==> config.mk <==
export PLATFORM = sky130hd
export DESIGN_NAME = met_front
export DESIGN_NICKNAME = d
export VERILOG_FILES = /design/src/sv/met_pkg.sv /design/src/sv/met_front.sv
export SDC_FILE = /design/constraint.sdc
export NUM_CORES = 2
export LEC_CHECK = 0
export BUFFER_PORTS_ARGS = -buffer_cell sky130_fd_sc_hd__buf_2
export CAP_MARGIN = 20
export CORE_ASPECT_RATIO = 0.75
export CORE_UTILIZATION = 35
export DETAILED_ROUTE_END_ITERATION = 12
export MAX_ROUTING_LAYER = met4
export SKIP_LAST_GASP = 1
export SLEW_MARGIN = 5
export SYNTH_ARGS = -nofsm -noshare
export SYNTH_HDL_FRONTEND = slang
export SYNTH_SLANG_ARGS = --single-unit
==> constraint.sdc <==
create_clock -name clk -period 4.8 [get_ports clk]
set_input_delay 0.24 -clock clk [delete_from_list [all_inputs] [get_ports clk]]
set_output_delay 0.24 -clock clk [all_outputs]
set_load 0.02 [all_outputs]
==> src/sv/met_pkg.sv <==
// Shared types and constants for the Mandelbrot escape-time pixel block.
// Beat structs, configuration register codes and reset values.
// No dependencies.
package met_pkg;

    // Field widths fixed by the interface
    localparam int PIX_INDEX_W     = 12;
    localparam int INDEX_WIDTH_MAX = 16;
    localparam int COUNT_W         = 15;
    localparam int RADIUS_W        = 12;
    localparam int COORD_W         = 32;
    localparam int STEP_W          = 31;
    localparam int CHAR_W          = 7;
    localparam int CFG_INDEX_W     = 3;
    localparam int CFG_DATA_W      = 32;

    // Configuration register indexes
    localparam logic [CFG_INDEX_W-1:0] CFG_MAX_ITER = 3'd0;
    localparam logic [CFG_INDEX_W-1:0] CFG_RADIUS   = 3'd1;
    localparam logic [CFG_INDEX_W-1:0] CFG_ORIGIN_X = 3'd2;
    localparam logic [CFG_INDEX_W-1:0] CFG_ORIGIN_Y = 3'd3;
    localparam logic [CFG_INDEX_W-1:0] CFG_STEP_X   = 3'd4;
    localparam logic [CFG_INDEX_W-1:0] CFG_STEP_Y   = 3'd5;

    // Reset values
    localparam logic [COUNT_W-1:0]         RST_MAX_ITER = 15'd1000;
    localparam logic [RADIUS_W-1:0]        RST_RADIUS   = 12'd1000;
    localparam logic signed [COORD_W-1:0]  RST_ORIGIN_X = -32'sd563714458;
    localparam logic signed [COORD_W-1:0]  RST_ORIGIN_Y = -32'sd322122547;
    localparam logic [STEP_W-1:0]          RST_STEP_X   = 31'd4160749;
    localparam logic [STEP_W-1:0]          RST_STEP_Y   = 31'd6442451;

    // Display character: base code and last residue of the mod-94 counter
    localparam logic [CHAR_W-1:0] CHAR_BASE    = 7'd32;
    localparam logic [CHAR_W-1:0] CHAR_MOD_TOP = 7'd93;

    // Integer bits allowed in a new z part before it escapes outright
    localparam int MAG_INT_BITS = 12;

    // Digit width of the digit-serial multipliers
    localparam int MUL_DIGIT_W = 16;

    // Entries in the queue between front and back
    localparam int QUEUE_DEPTH = 2;

    typedef struct packed {
        logic [PIX_INDEX_W-1:0] column;
        logic [PIX_INDEX_W-1:0] row;
    } pixel_t;

    typedef struct packed {
        logic [COUNT_W-1:0] iterations;
        logic               escaped;
        logic [CHAR_W-1:0]  char_code;
    } result_t;

    typedef struct packed {
        logic signed [COORD_W-1:0] origin_x;
        logic signed [COORD_W-1:0] origin_y;
        logic [STEP_W-1:0]         step_x;
        logic [STEP_W-1:0]         step_y;
    } front_cfg_t;

    typedef struct packed {
        logic [COUNT_W-1:0]  max_iter;
        logic [RADIUS_W-1:0] radius;
    } core_cfg_t;

endpackage

==> src/sv/met_front.sv <==
// Front end: takes pixel beats and forms the point c = origin + index * step.
// Holds one point until the queue takes it. Uses met_pkg.
module met_front #(
    parameter int IW = 12,
    parameter int CW = 45
) (
    input  logic                clk,
    input  logic                rst_n,
    input  logic                pixel_valid,
    output logic                pixel_stall,
    input  met_pkg::pixel_t     pixel,
    input  met_pkg::front_cfg_t cfg,
    input  logic                full,
    output logic                push,
    output logic [2*CW-1:0]     push_data
);

    logic [met_pkg::INDEX_WIDTH_MAX-1:0] col_ext;
    logic [met_pkg::INDEX_WIDTH_MAX-1:0] row_ext;
    logic [IW-1:0]                       col_idx;
    logic [IW-1:0]                       row_idx;
    logic [IW+met_pkg::STEP_W-1:0]       prod_x;
    logic [IW+met_pkg::STEP_W-1:0]       prod_y;
    logic signed [CW-1:0]                cx_next;
    logic signed [CW-1:0]                cy_next;
    logic signed [CW-1:0]                cx_reg;
    logic signed [CW-1:0]                cy_reg;
    logic                                hold_reg;
    logic                                hold_next;
    logic                                accept;

    // Index masked to the configured index width
    assign col_ext = {{(met_pkg::INDEX_WIDTH_MAX-met_pkg::PIX_INDEX_W){1'b0}}, pixel.column};
    assign row_ext = {{(met_pkg::INDEX_WIDTH_MAX-met_pkg::PIX_INDEX_W){1'b0}}, pixel.row};
    assign col_idx = col_ext[IW-1:0];
    assign row_idx = row_ext[IW-1:0];

    // c = origin + index * step, exact
    assign prod_x  = col_idx * cfg.step_x;
    assign prod_y  = row_idx * cfg.step_y;
    assign cx_next = CW'($signed(cfg.origin_x)) + $signed({2'b00, prod_x});
    assign cy_next = CW'($signed(cfg.origin_y)) + $signed({2'b00, prod_y});

    // Handshake: one point held, freed when the queue takes it
    assign push        = hold_reg && !full;
    assign pixel_stall = hold_reg && full;
    assign accept      = pixel_valid && !pixel_stall;
    assign push_data   = {cx_reg, cy_reg};

    always_comb
    begin
        hold_next = hold_reg;
        if (accept)
        begin
            hold_next = 1'b1;
        end
        else if (push)
        begin
            hold_next = 1'b0;
        end
    end

    always_ff @(posedge clk or negedge rst_n)
    begin
        if (!rst_n)
        begin
            hold_reg <= 1'b0;
        end
        else
        begin
            hold_reg <= hold_next;
        end
    end

    // Point registers
    always_ff @(posedge clk)
    begin
        if (accept)
        begin
            cx_reg <= cx_next;
            cy_reg <= cy_next;
        end
    end

endmodule

==> impl_metrics.yaml <==
outcome:
  outcome: "finished with violations"
  failed_checks: "setup timing"
logic_synthesis:
  postSynthAreaPerCell_um2: 8.56
  syn-cell-area_mm2: 0.0306
  synth-edff-count: 90
  yosysWarnings: 0
  ys_seq_elements: 91
  ys.flop_type: "edfxtp_1"
  seq_area_frac_synth_pct: 8.91
  yosysTopAreaCell: "fa_1"
  ys_types: 80
  postSynthCellCount: 3575
  synthArstFlopShare_pct: 1.10
  synth_area_leaders: "fa_1 38%, ha_1 10%, edfxtp_1 8.8%"
  syn-num-nets: 4563
  synth_top_area_share_pct: 38.1
floorplan:
  io_pins: 246
  chipHeight_um: 258
  rows: 93
  die_area_mm2: 0.0887
  core_mm2: 0.0862
  start_util_pct: 35.5
  die_w_um: 344
clock_network:
  htreeDepth: 3
  clock-sinks: 91
  cts_tree: "yes"
  insertion_delay_ns: 0.38
  path_clk_slew_ns: 0.07
  numCtsBuffers: 9
  clockBufferDepth: 2
  cts-root-buf: "clkbuf_16"
placed_design:
  place_area_mm2: 0.0390
  hpwl_um: 77300
  place.port_buffers: 245
  gp_congestion: 0.917
timing:
  rsz0062_at_grt: "yes"
  hold_viol: 0
  finalCritPeriodShare_pct: 141
  relSlewSlack_pct: 42.5
  max_slew.worst_pin.slew_ns: 0.861
  fin_ws_ns: -1.97
  fin_skew_ns: 0.0126
  finalMaxSlewViolations: 0
  max_clock_freq_ghz: 0.148
  finalSetupViolCount: 70
  finalCriticalPeriod_ns: 6.77
flow_run:
  cap_violations: 0
critical_path:
  cp_max_fo: 6
  arrival_ns: 6.88
  r2r_slack_ns: 2.68
  start_kind: "input port"
  path_class: "in -> reg"
  end_kind: "flip-flop"
  r2r_cells: 3
  crit_required_ns: 4.91
grt:
  grt_first_pass_wirelength_um: 148000
  grtUsageTotal_pct: 21.6
  gr-total-overflow: 0
  grt_pass1_vias: 28242
  antenna_found_initial: 27
  grt_start_max_net_pins: 64
detailed_routing:
  drt_iter0_drc: 1496
  ant_nets: 0
  drc: 0
  wl_per_cell_um: 16.5
  vias: 27632
  viasPerCell: 4.87
  totalWireLength_um: 93500
  drtPass1Iterations: 5
layout:
  final_cell_mix: "750 x buf_4, 671 x inv_1, 609 x nand2_1"
  mostFrequentLayoutCell: "buf_4"
  final_area_mm2: 0.0436
  layout-drive-gt1-share_pct: 35.8
  nets: 5499
  areaGrowthSynthToFinish_pct: 42.3
worst_hold_path:
  whs_path_depth: 2
  holdCritPathClass: "in -> reg"
## per-stage QoR
step	setup TNS (ns)	std cells	worst slack, ns	utilization [%]	hold slack (ns)
6_report	-91.24	5674	-1.97	50.5	0.0761
3_3_place_gp	-133.06	5538	-2.63	45.3	0.0148
3_5_place_dp	-134.51	5538	-2.62	45.3	0.0158
4_1_cts	-91.99	5619	-1.85	48.0	0.0580
2_1_floorplan	-74.35	3575	-1.79	-	-0.0556
5_1_grt	-104.56	5671	-2.09	50.5	0.0732
## final cells by class
cell class / count / area (um^2)
antenna: 18 / 45.0
clock buffer: 10 / 229
clock inverter: 6 / 72.6
fill: 7996 / 42600
inverter: 701 / 2630
multi-input combinational: 2607 / 27700
sequential: 91 / 2730
tap: 1140 / 1430
timing repair buffer: 1101 / 8730
## cells in the mapped netlist, types with 4 or more instances
cell type	number
buf_2	12
o21ai_2	5
nand2b_1	11
a311oi_1	4
o21ai_1	16
inv_1	700
o21ai_0	68
nor2b_1	12
o22ai_1	4
edfxtp_1	90
fa_1	582
xor2_1	54
xnor2_1	100
or3_1	4
and4_1	4
a41oi_1	5
o21bai_1	33
a221o_1	4
a21o_1	101
a2111oi_0	4
nor3_1	20
nand3_1	28
clkbuf_1	164
and3_1	19
o31ai_1	10
ha_1	252
o21a_1	8
o211ai_1	6
a211oi_1	13
nor2_1	91
and2_1	196
a211o_1	5
a21oi_1	172
a31oi_1	18
nand2_1	657
nand4_1	28
## routing by layer
metal | track usage [%] | routed length, um | vias to the layer above
li1 | - | - | 13036
met1 | 32.6 | 46000 | 13835
met2 | 30.7 | 40300 | 709
met3 | 3.57 | 6310 | 52
met4 | 2.75 | 866 | 0
met5 | - | 0 | -
## what timing repair did
| action | 4_1_cts | 5_1_grt |
|---|---|---|
| pin swaps | 194 | 273 |
| resized for setup | 323 | 397 |
| buffers inserted | 64 | 59 |
| gates cloned | 5 | 1 |
| endpoints found under the setup margin | 72 | 73 |
| hold buffers | 1 | 0 |
| hold endpoints to repair | 1 | 0 |
## worst paths after layout
kind | start | to
max in group asynchronous | rst_n | hold_reg$_DFFE_PN0P_
hold reg to reg | hold_reg$_DFFE_PN0P_ | hold_reg$_DFFE_PN0P_
min in group asynchronous | rst_n | hold_reg$_DFFE_PN0P_
hold / removal | pixel_valid | hold_reg$_DFFE_PN0P_
setup reg to reg | hold_reg$_DFFE_PN0P_ | cy_reg[40]$_DFFE_PP_
setup / recovery | cfg[7] | cy_reg[39]$_DFFE_PP_
## worst max-delay path: stages
cell and delay, ns:
buf_12 0.12, buf_6 0.11, and2_4 0.14, fa_1 0.50, fa_1 0.59, fa_2 0.48, fa_1 0.56, inv_1 0.06
fa_1 0.52, inv_2 0.05, ha_4 0.27, nand3_2 0.06, nor3_2 0.19, o211ai_1 0.17, and3b_4 0.24, o221a_4 0.25
buf_6 0.12, xnor2_2 0.12, ha_1 0.36, nand4_1 0.21, nor2_2 0.07, o2bb2ai_2 0.13, a31oi_4 0.15, buf_6 0.15
o311ai_4 0.09, o41a_1 0.48, mux2i_1 0.16, a2111o_1 0.28
## cells by family after synthesis
family / after synthesis / share of synthesized area [%]
adders and majority gates: 834 / 48.4
muxes: 2 / 0.0654
buffers and inverters: 877 / 10.8
DFF: 91 / 8.91
AOI/OAI and AO/OA: 529 / 11.4
xor gates and xnor gates: 154 / 4.41
and+or+nand+nor: 1088 / 16.0
Power is left out: the tool's default activity adds up to more than one toggle a clock period on the data nets, which glitch-free logic cannot reach.
