===== config.mk =====
export PLATFORM = sky130hd
export DESIGN_NAME = met_queue
export DESIGN_NICKNAME = d
export VERILOG_FILES = /design/src/sv/met_queue.sv
export SDC_FILE = /design/constraint.sdc
export NUM_CORES = 1
export LEC_CHECK = 0
export ABC_AREA = 1
export BUFFER_PORTS_ARGS = -buffer_cell sky130_fd_sc_hd__buf_2
export CORE_MARGIN = 2
export CORE_UTILIZATION = 52
export CTS_CLUSTER_DIAMETER = 100
export DETAILED_ROUTE_END_ITERATION = 12
export GPL_TIMING_DRIVEN = 0
export PLACE_DENSITY = 0.79
export SETUP_SLACK_MARGIN = 0.05
export SLEW_MARGIN = 15
export SYNTH_ARGS = -nofsm -noshare
export SYNTH_HDL_FRONTEND = slang
export SYNTH_SLANG_ARGS = --single-unit

===== constraint.sdc =====
create_clock -name clk -period 6.7 [get_ports clk]
set_input_delay 0 -clock clk [delete_from_list [all_inputs] [get_ports clk]]
set_output_delay 0 -clock clk [all_outputs]
set_load 0.02 [all_outputs]

===== src/sv/met_queue.sv =====
// Short queue of points between the front end and the iteration core.
// Register file with read and write pointers. No dependencies.
module met_queue #(
    parameter int WIDTH = 90,
    parameter int DEPTH = 2
) (
    input  logic             clk,
    input  logic             rst_n,
    input  logic             push,
    input  logic [WIDTH-1:0] push_data,
    output logic             full,
    input  logic             pop,
    output logic             valid,
    output logic [WIDTH-1:0] data
);

    localparam int PTR_W = (DEPTH > 1) ? $clog2(DEPTH) : 1;
    localparam int CNT_W = $clog2(DEPTH + 1);
    localparam logic [PTR_W-1:0] PTR_LAST = PTR_W'(DEPTH - 1);
    localparam logic [CNT_W-1:0] CNT_FULL = CNT_W'(DEPTH);

    logic [WIDTH-1:0] entry_reg [DEPTH];
    logic [PTR_W-1:0] wr_ptr_reg;
    logic [PTR_W-1:0] wr_ptr_next;
    logic [PTR_W-1:0] rd_ptr_reg;
    logic [PTR_W-1:0] rd_ptr_next;
    logic [CNT_W-1:0] count_reg;
    logic [CNT_W-1:0] count_next;
    logic             do_push;
    logic             do_pop;

    assign full    = (count_reg == CNT_FULL);
    assign valid   = (count_reg != '0);
    assign data    = entry_reg[rd_ptr_reg];
    assign do_push = push && !full;
    assign do_pop  = pop && valid;

    // Pointer and fill count update
    always_comb
    begin
        wr_ptr_next = wr_ptr_reg;
        rd_ptr_next = rd_ptr_reg;
        count_next  = count_reg;
        if (do_push)
        begin
            wr_ptr_next = (wr_ptr_reg == PTR_LAST) ? '0 : PTR_W'(wr_ptr_reg + 1'b1);
        end
        if (do_pop)
        begin
            rd_ptr_next = (rd_ptr_reg == PTR_LAST) ? '0 : PTR_W'(rd_ptr_reg + 1'b1);
        end
        if (do_push && !do_pop)
        begin
            count_next = CNT_W'(count_reg + 1'b1);
        end
        else if (do_pop && !do_push)
        begin
            count_next = CNT_W'(count_reg - 1'b1);
        end
    end

    always_ff @(posedge clk or negedge rst_n)
    begin
        if (!rst_n)
        begin
            wr_ptr_reg <= '0;
            rd_ptr_reg <= '0;
            count_reg  <= '0;
        end
        else
        begin
            wr_ptr_reg <= wr_ptr_next;
            rd_ptr_reg <= rd_ptr_next;
            count_reg  <= count_next;
        end
    end

    always_ff @(posedge clk)
    begin
        if (do_push)
        begin
            entry_reg[wr_ptr_reg] <= push_data;
        end
    end

endmodule


==> results of run 1 <==
cell usage in the layout (no fill, tap or decap), types with 3 or more instances in the layout:
master,Yosys,routed
buf_2,9,194
edfxtp_1,180,180
clkinv_1,0,3
inv_1,7,6
clkbuf_16,0,17
nand2_1,280,280
dlygate4sd3_1,0,94
clkbuf_8,9,9
dfrtp_1,4,4
bufinv_16,0,5
routing by layer:
metal,part of all wire [%],routed length (um),vias up
met3,5.0,774,30
met1,39,6040,2251
li1,-,-,2292
met4,2.3,357,0
met2,54,8280,171
met5,0,0,-
cells in the mapped netlist (all sizes together):
master / count / area [um2]
ha: 1 / 12.5
clkbuf: 9 / 124
nor2: 3 / 16.3
inv: 8 / 30.0
nand2: 281 / 1060
dfrtp: 4 / 100
edfxtp: 180 / 5410
buf: 10 / 56.3
o21ai: 1 / 5.00
nand3: 2 / 10.0
xnor2: 1 / 8.76
nand4: 1 / 6.26
path summary, 6_finish.rpt:
check                                        end  slack, ns  cells after the start          from
min in group asynchronous             wr_ptr_reg       0.51                      3         rst_n
worst min-delay path             entry_reg[1][0]       0.29                      2  push_data[0]
worst max-delay path            entry_reg[1][14]       4.48                      5  count_reg[1]
worst max register to register  entry_reg[1][14]       4.48                      5  count_reg[1]
max in group asynchronous           count_reg[1]       6.01                      3         rst_n
worst min register to register        wr_ptr_reg       0.48                      2    wr_ptr_reg
metrics by stage:
step	setup slack, ns	area (um2)	total power, uW
after floorplan	1.82	6830	2640
after global placement	-0.112	7970	3130
after detailed placement	4.50	8080	3170
after CTS	4.49	9650	4270
after global routing	4.33	9650	4490
final	4.48	9650	4270
cells by family after synthesis:
kind of cell / count (synthesis) / share of synthesized area [%]
AND/OR/NAND/NOR: 287 / 16.0
AO/OA/AOI/OAI: 1 / 0.0732
XOR/XNOR: 1 / 0.128
buffers and inverters: 27 / 3.08
flip-flops: 184 / 80.6
adder cells (fa/ha/maj): 1 / 0.183
report_power, final:
group	switching, uW	leakage [uW]	internal [uW]	total, uW
registers	66.0	0.00172	1570	1630
logic	1060	0.00217	506	1570
clock network	405	0.000303	658	1060
total	1530	0.00419	2730	4270
area by class of cell:
| type | count | area, um2 |
|---|---|---|
| tap | 172 | 215 |
| buffer | 19 | 180 |
| fill | 799 | 3070 |
| clock inverter | 14 | 204 |
| inverter | 8 | 32.5 |
| timing repair buffer | 283 | 1960 |
| multi-input combinational | 290 | 1120 |
| sequential | 184 | 5510 |
| clock buffer | 18 | 429 |
timing repair:
action	CTS	global route
endpoints found under the hold margin	186	0
setup buffers	0	0
hold buffers	94	0
==> impl_metrics.toml, run 1 <==
[run_status]
outcome = "complete, no violations"

[final_layout]
final_net_count = 898
fin_cells = 988
area_growth_pct = 41.3
final_util_pct = 75.9
layout-drive-gt1-share_pct = 29.7
largest_reg_flops = 180
n_antenna_cell = 0

[clock_network]
cts_max_level = 4
clk_path_buf_depth = 2
cts_buffers = 17
cts_resized = 0
root_buffer = "clkbuf_16"
clock_latency_ns = 0.43
clkSinkCount = 184
cts_tree = "yes"
clkTransAtPathRegs_ns = 0.07

[synth]
synth_cell_types = 16
synthCells = 501
ys.warnings.count = 0
syn_nets = 596
netlist_area_um2 = 6830
synth_seq_cells = 184
synth_area_per_cell_um2 = 13.6
seq_area_frac_synth_pct = 80.6

[power]
power_density_nw_per_um2 = 442
peakVddDrop_v = 0.000288
p_leak_uw = 0.00419

[die]
io-pin-count = 186
die_h_um = 119
start_util_pct = 53.7
design.die.area_um2 = 14100
coreArea_um2 = 12700
rows = 41
dieWidth_um = 119

[global_routing]
grt_max_degree = 61
antenna_found_initial = 0
grt_overflow_total = 0
use_met1_pct = 26.8
grt_pass1_vias = 5008
grt_util_met2_pct = 39.3
top_usage_layer = "met2"
track_usage_pct = 22.7
met3_usage_pct = 5.74
grt_pass1_wl_mm = 24.3

[worst_setup_path]
crit_type = "reg -> reg"
cpLargestDelayFamily = "simple AND/OR/NAND/NOR gates"
endpoint_kind = "register"
cp_common_cell = "buf_12"
critPathMaxFanout = 27
critPathRequiredTime_ns = 6.82
cp-start-kind = "register"
max_stage_delay_ns = 0.68
slowest_stage = "nor2_4"
path_buf_inv = 3
cp_cell_sequence = "inv_1 -> o21ai_0 -> nor2_4 -> buf_12 -> buf_12"
critical_path_arrival_ns = 2.34

[timing]
layout_min_cycle_time_ns = 2.22
fin_setup_tns_ns = 0
fmax_mhz = 451
setup_violations = 0
drv_slew = 0
finalClockSkew_ns = 0.00864
tightest_slew_ns = 0.826
holdWs_ns = 0.289
slew_headroom_pct = 44.8
rsz0062_at_grt = "no"
min_period_over_period_pct = 33.1
hold_violations = 0

[route]
num_vias = 4744
postRouteAntennaNets = 0
drt-pass1-iter-count = 4
first_iter_violations = 329
vias_per_cell = 4.80
routed_wl_mm = 15.4
post_drt_wl_per_cell_um = 15.6
route.detailed.drc = 0

[placement]
placed_cells = 862
port_buffers = 185
gp_congestion = 0.736
dpl.hpwl_mm = 9.04

[run]
maxCapViolCount = 0

[worst_hold_path]
hp-class = "in -> reg"
(Power assumes the default switching activity.)
==> run 2, diff against run 1 <==
==> constraint.sdc (replaced) <==
create_clock -name clk -period 2.1 [get_ports clk]
set_input_delay 0 -clock clk [delete_from_list [all_inputs] [get_ports clk]]
set_output_delay 0 -clock clk [all_outputs]
set_load 0.02 [all_outputs]
==> run 2 against run 1 <==
Against the previous run: total power grew to 3.2 times the previous value; clock skew is essentially flat; largest cell class unchanged; critical endpoint is now entry_reg[0][47]; design area grew 0.83%.
==> impl_metrics.toml, run 2 (synthesized netlist as in run 1, its figures left out) <==
[run_status]
outcome = "complete, no violations"

[final_layout]
num-fill-cells = 751
area_growth_pct = 42.5
layout_common_cells = "nand2_1, buf_2, edfxtp_1, dlygate4sd3_1, clkbuf_16"
layout-drive-gt1-share_pct = 30.6
largest_reg_flops = 180
final_net_count = 903
final_util_pct = 76.5
n_antenna_cell = 0
final_common_cell = "nand2_1"

[placement]
gp_congestion = 0.764
dpl.hpwl_mm = 9.37
port_buffers = 185

[worst_hold_path]
hp-class = "in -> reg"
holdPathStages = 2
hold_path_end = "entry_reg[0][51]"
hold_path_startpoint = "push_data[51]"

[timing]
fin_setup_tns_ns = 0
slew_headroom_pct = 64.0
layout_min_cycle_time_ns = 1.85
finalClockSkew_ns = 0.00869
tightest_slew_ns = 0.536
drv_slew = 0
min_period_over_period_pct = 88.2
setup_violations = 0
fmax_mhz = 540
rsz0062_at_grt = "no"
hold_violations = 0

[worst_setup_path]
critPathMaxFanout = 24
endpoint_kind = "register"
reg2reg_slack_ns = 0.25
reg2reg_to = "entry_reg[0][47]"
critPathRequiredTime_ns = 2.23
crit_type = "reg -> reg"
critical_path_arrival_ns = 1.98
r2r_start = "count_reg[1]"
cp-start-kind = "register"
ff2ff_path_depth = 7

[clock_network]
clk_path_buf_depth = 2
clkSinkCount = 184
clkTransAtPathRegs_ns = 0.07
clock_latency_ns = 0.43
cts_resized = 0
cts_tree = "yes"
cts_buffers = 17
cts_max_level = 4
root_buffer = "clkbuf_16"

[die]
design.die.area_um2 = 14100
dieWidth_um = 119
rows = 41
coreArea_um2 = 12700
start_util_pct = 53.7
io-pin-count = 186
die_h_um = 119

[route]
postRouteAntennaNets = 0
num_vias = 4893
vias_per_cell = 4.93
route.detailed.drc = 0
post_drt_wl_per_cell_um = 15.9
drt-pass1-iter-count = 5
first_iter_violations = 401
routed_wl_mm = 15.8

[run]
maxCapViolCount = 0

[global_routing]
grt_pass1_wl_mm = 24.6
grt_pass1_vias = 5008
track_usage_pct = 23.0
grt_overflow_total = 0
grt_max_degree = 26
antenna_found_initial = 0

[power]
p_leak_uw = 0.00421
peakVddDrop_v = 0.000781
power_density_nw_per_um2 = 1400
==> run 2: changes by cell type in the layout (fill, tap and decap cells not counted), moves of 2 or more <==
cell	before	now
clkinvlp_4	2	5
inv_6	1	4
bufinv_16	5	3
clkinv_1	3	1
buf_16	2	6
==> run 2: metrics by stage <==
stage          hold WS (ns)  total power, uW  worst slack (ns)  instances  area, um2
2_1_floorplan        -0.296             8380            -0.344        501       6850
6_report              0.292            13700             0.248        993       9730
5_1_grt               0.291            14300             0.139        993       9730
4_1_cts               0.275            13600            0.0612        991       9720
3_5_place_dp         -0.186            10300            0.0571        865       8180
3_3_place_gp         -0.193             9930            -0.983        858       7990
==> run 2: worst max-delay path: stages, from the launching register on <==
cell	delay, ns
dfrtp_1	0.39
inv_2	0.11
nor2_4	0.05
nor2_2	0.14
nand2_2	0.12
clkinvlp_4	0.29
buf_12	0.24
buf_16	0.19
==> run 2: routing by layer <==
metal / vias up / part of all wire (%) / GRT usage, %
met5: - / 0 / 0
met1: 2325 / 38 / 26.2
met3: 29 / 6.8 / 6.42
met2: 226 / 53 / 40.2
li1: 2313 / - / -
met4: 0 / 2.2 / 10.3
==> run 2: layout make-up <==
class / instances / area, um2 / area share (%)
buffer: 19 / 180 / 1.85
clock buffer: 18 / 429 / 4.41
clock inverter: 14 / 173 / 1.77
inverter: 8 / 33.8 / 0.347
multi-input combinational: 290 / 1130 / 11.6
sequential: 184 / 5510 / 56.6
tap: 172 / 215 / 2.21
timing repair buffer: 287 / 2060 / 21.2
timing repair inverter: 1 / 5.00 / 0.0514
==> run 2: timing repair <==
action | CTS | global route
hold endpoints to repair | 186 | 0
endpoints found under the setup margin | 13 | 68
hold buffers | 94 | 0
buffers inserted | 0 | 1
gates cloned | 0 | 1
pin swaps | 1 | 1
==> run 2: how the worst max path moves through the flow <==
stage | start | to | cells past startpoint
after floorplan | count_reg[0] | entry_reg[0][0] | 4
after global placement | count_reg[0] | entry_reg[0][51] | 4
final | count_reg[1] | entry_reg[0][47] | 7
after CTS | count_reg[0] | entry_reg[0][55] | 6
after global routing | count_reg[1] | entry_reg[0][15] | 7
after detailed placement | count_reg[0] | entry_reg[1][56] | 5
==> run 2: where the power goes <==
group / switching, uW / leakage, uW / internal (uW)
sequential: 221 / 0.00172 / 5000
combinational: 3490 / 0.00221 / 1740
clock: 1330 / 0.000281 / 1880
==> run 3, diff against run 2 <==
--- a/config.mk
+++ b/config.mk
@@ -13,6 +13,7 @@
 export DETAILED_ROUTE_END_ITERATION = 12
 export GPL_TIMING_DRIVEN = 0
 export PLACE_DENSITY = 0.79
+export RECOVER_POWER = 25
 export SETUP_SLACK_MARGIN = 0.05
 export SLEW_MARGIN = 15
 export SYNTH_ARGS = -nofsm -noshare
==> run 3 against run 2 <==
Against the previous run: design area down 0.50%; first-iteration DRC count down 6.7%; die area unchanged; sequential power about the same; fmax about the same; register-to-register slack about the same; total power about the same; sequential cell count unchanged; worst setup slack better by 0.00052 ns; clock skew up 0.0011 ns; global-route usage unchanged; via count up 0.29%.
==> impl_metrics.toml, run 3 (synthesized netlist as in run 1, its figures left out) <==
[clock_network]
cts_resized = 0
clkTransAtPathRegs_ns = 0.07
cts_tree = "yes"
clk_path_buf_depth = 2
cts_buffers = 17
cts_max_level = 4
clkSinkCount = 184
root_buffer = "clkbuf_16"
clock_latency_ns = 0.43

[timing]
min_period_over_period_pct = 88.2
drv_slew = 0
rsz0062_at_grt = "no"
fmax_mhz = 540
layout_min_cycle_time_ns = 1.85
hold_violations = 0
tightest_slew_ns = 0.542
finalClockSkew_ns = 0.00979
setup_violations = 0
slew_headroom_pct = 63.7
holdWs_ns = 0.292

[final_layout]
layout-drive-gt1-share_pct = 25.8
num-fill-cells = 775
n_antenna_cell = 0
layout_common_cells = "nand2_1, edfxtp_1, buf_2, dlygate4sd3_1, clkbuf_1"
design_area_um2 = 9680
final_net_count = 903
area_growth_pct = 41.7
fin_cells = 993
final_common_cell = "nand2_1"
largest_reg_flops = 180

[run_status]
outcome = "complete, no violations"

[placement]
port_buffers = 185
placed_cells = 865
dpl.hpwl_mm = 9.37
placed_area_um2 = 8180
gp_congestion = 0.764

[die]
design.die.area_um2 = 14100
die_h_um = 119
coreArea_um2 = 12700
start_util_pct = 53.7
dieWidth_um = 119
io-pin-count = 186
rows = 41

[worst_setup_path]
endpoint = "entry_reg[0][7]"
cpLargestDelayFamily = "buffers and inverters"
cp-start-kind = "register"
critical_path_arrival_ns = 1.98
max_stage_delay_ns = 0.39
critPathRequiredTime_ns = 2.23
crit_type = "reg -> reg"
endpoint_kind = "register"
cp.depth = 7
slowest_stage = "dfrtp_1"
cp_cell_sequence = "inv_2 -> nor2_4 -> nor2_2 -> nand2_2 -> clkinvlp_4 -> buf_12 -> buf_16"
critPathMaxFanout = 24
r2r_start = "count_reg[1]"
reg2reg_to = "entry_reg[0][7]"
ff2ff_path_depth = 7
crit_path_start = "count_reg[1]"
reg2reg_slack_ns = 0.25
path_buf_inv = 4

[global_routing]
track_usage_pct = 23.0
grt_pass1_wl_mm = 24.6
grt_max_degree = 26
grt_pass1_vias = 5008
grt_overflow_total = 0
antenna_found_initial = 0

[route]
routed_wl_mm = 15.8
first_iter_violations = 374
drt-pass1-iter-count = 4
route.detailed.drc = 0
postRouteAntennaNets = 0
post_drt_wl_per_cell_um = 15.9
num_vias = 4907
vias_per_cell = 4.94

[run]
maxCapViolCount = 0

[power]
p_leak_uw = 0.00410
peakVddDrop_v = 0.000785
power_density_nw_per_um2 = 1410

[worst_hold_path]
hp-class = "in -> reg"
## run 3: cell types whose count changed in the layout (fill, tap and decap cells not counted), sizes merged
cell,before,now
buf,203,165
clkbuf,27,65
## run 3: how the worst min path moves through the flow
stage                        startpoint          endpoint  slack [ns]  depth (start not counted)
final                     push_data[51]  entry_reg[0][51]        0.29                          2
after global routing      push_data[51]  entry_reg[0][51]        0.29                          2
after detailed placement          rst_n      count_reg[1]       -0.19                          1
after CTS                 push_data[82]  entry_reg[1][82]        0.28                          2
after floorplan                   rst_n      count_reg[0]       -0.30                          0
after global placement            rst_n        wr_ptr_reg       -0.19                          1
## run 3: final cells by class
class	count	area, um2	share of cell area [%]
inverter	8	33.8	0.349
multi-input combinational	290	1130	11.7
clock inverter	14	173	1.78
timing repair inverter	1	5.00	0.0517
timing repair buffer	287	2010	20.8
buffer	19	180	1.86
tap	172	215	2.22
clock buffer	18	429	4.43
sequential	184	5510	56.9
## run 3: stage by stage
step	power [uW]	worst slack, ns	TNS [ns]	util (%)
2_1_floorplan	8380	-0.344	-54.60	-
3_3_place_gp	9930	-0.983	-170.69	62.8
3_5_place_dp	10300	0.0571	0	64.3
4_1_cts	13600	0.0612	0	76.4
5_1_grt	14300	0.139	0	76.1
6_report	13600	0.249	0	76.1
## run 3: worst register-to-register path: cells and delay by family, from the launching register on
family | cells | cell delay (ns)
buffers and inverters | 4 | 0.84
flip-flops | 1 | 0.39
AND/OR/NAND/NOR | 3 | 0.31
## run 3: what timing repair did
item                                   in CTS  in global routing
pin swaps                                   1                  1
setup endpoints to repair                  13                 68
setup buffers                               0                  1
endpoints found under the hold margin     186                  0
hold buffers                               94                  0
cloned                                      0                  1
## run 3: per-layer routing
| layer | GRT usage (%) | routed length [um] | vias to the layer above |
|---|---|---|---|
| li1 | - | - | 2311 |
| met1 | 26.2 | 5970 | 2327 |
| met2 | 40.2 | 8330 | 244 |
| met3 | 6.42 | 1150 | 25 |
| met4 | 10.3 | 328 | 0 |
| met5 | 0 | 0 | - |
## run 3: power breakdown
part | leakage [uW] | switching [uW] | internal, uW
Clock | 0.000281 | 1330 | 1880
Combinational | 0.00210 | 3490 | 1730
Sequential | 0.00172 | 220 | 5000
Total | 0.00410 | 5040 | 8610
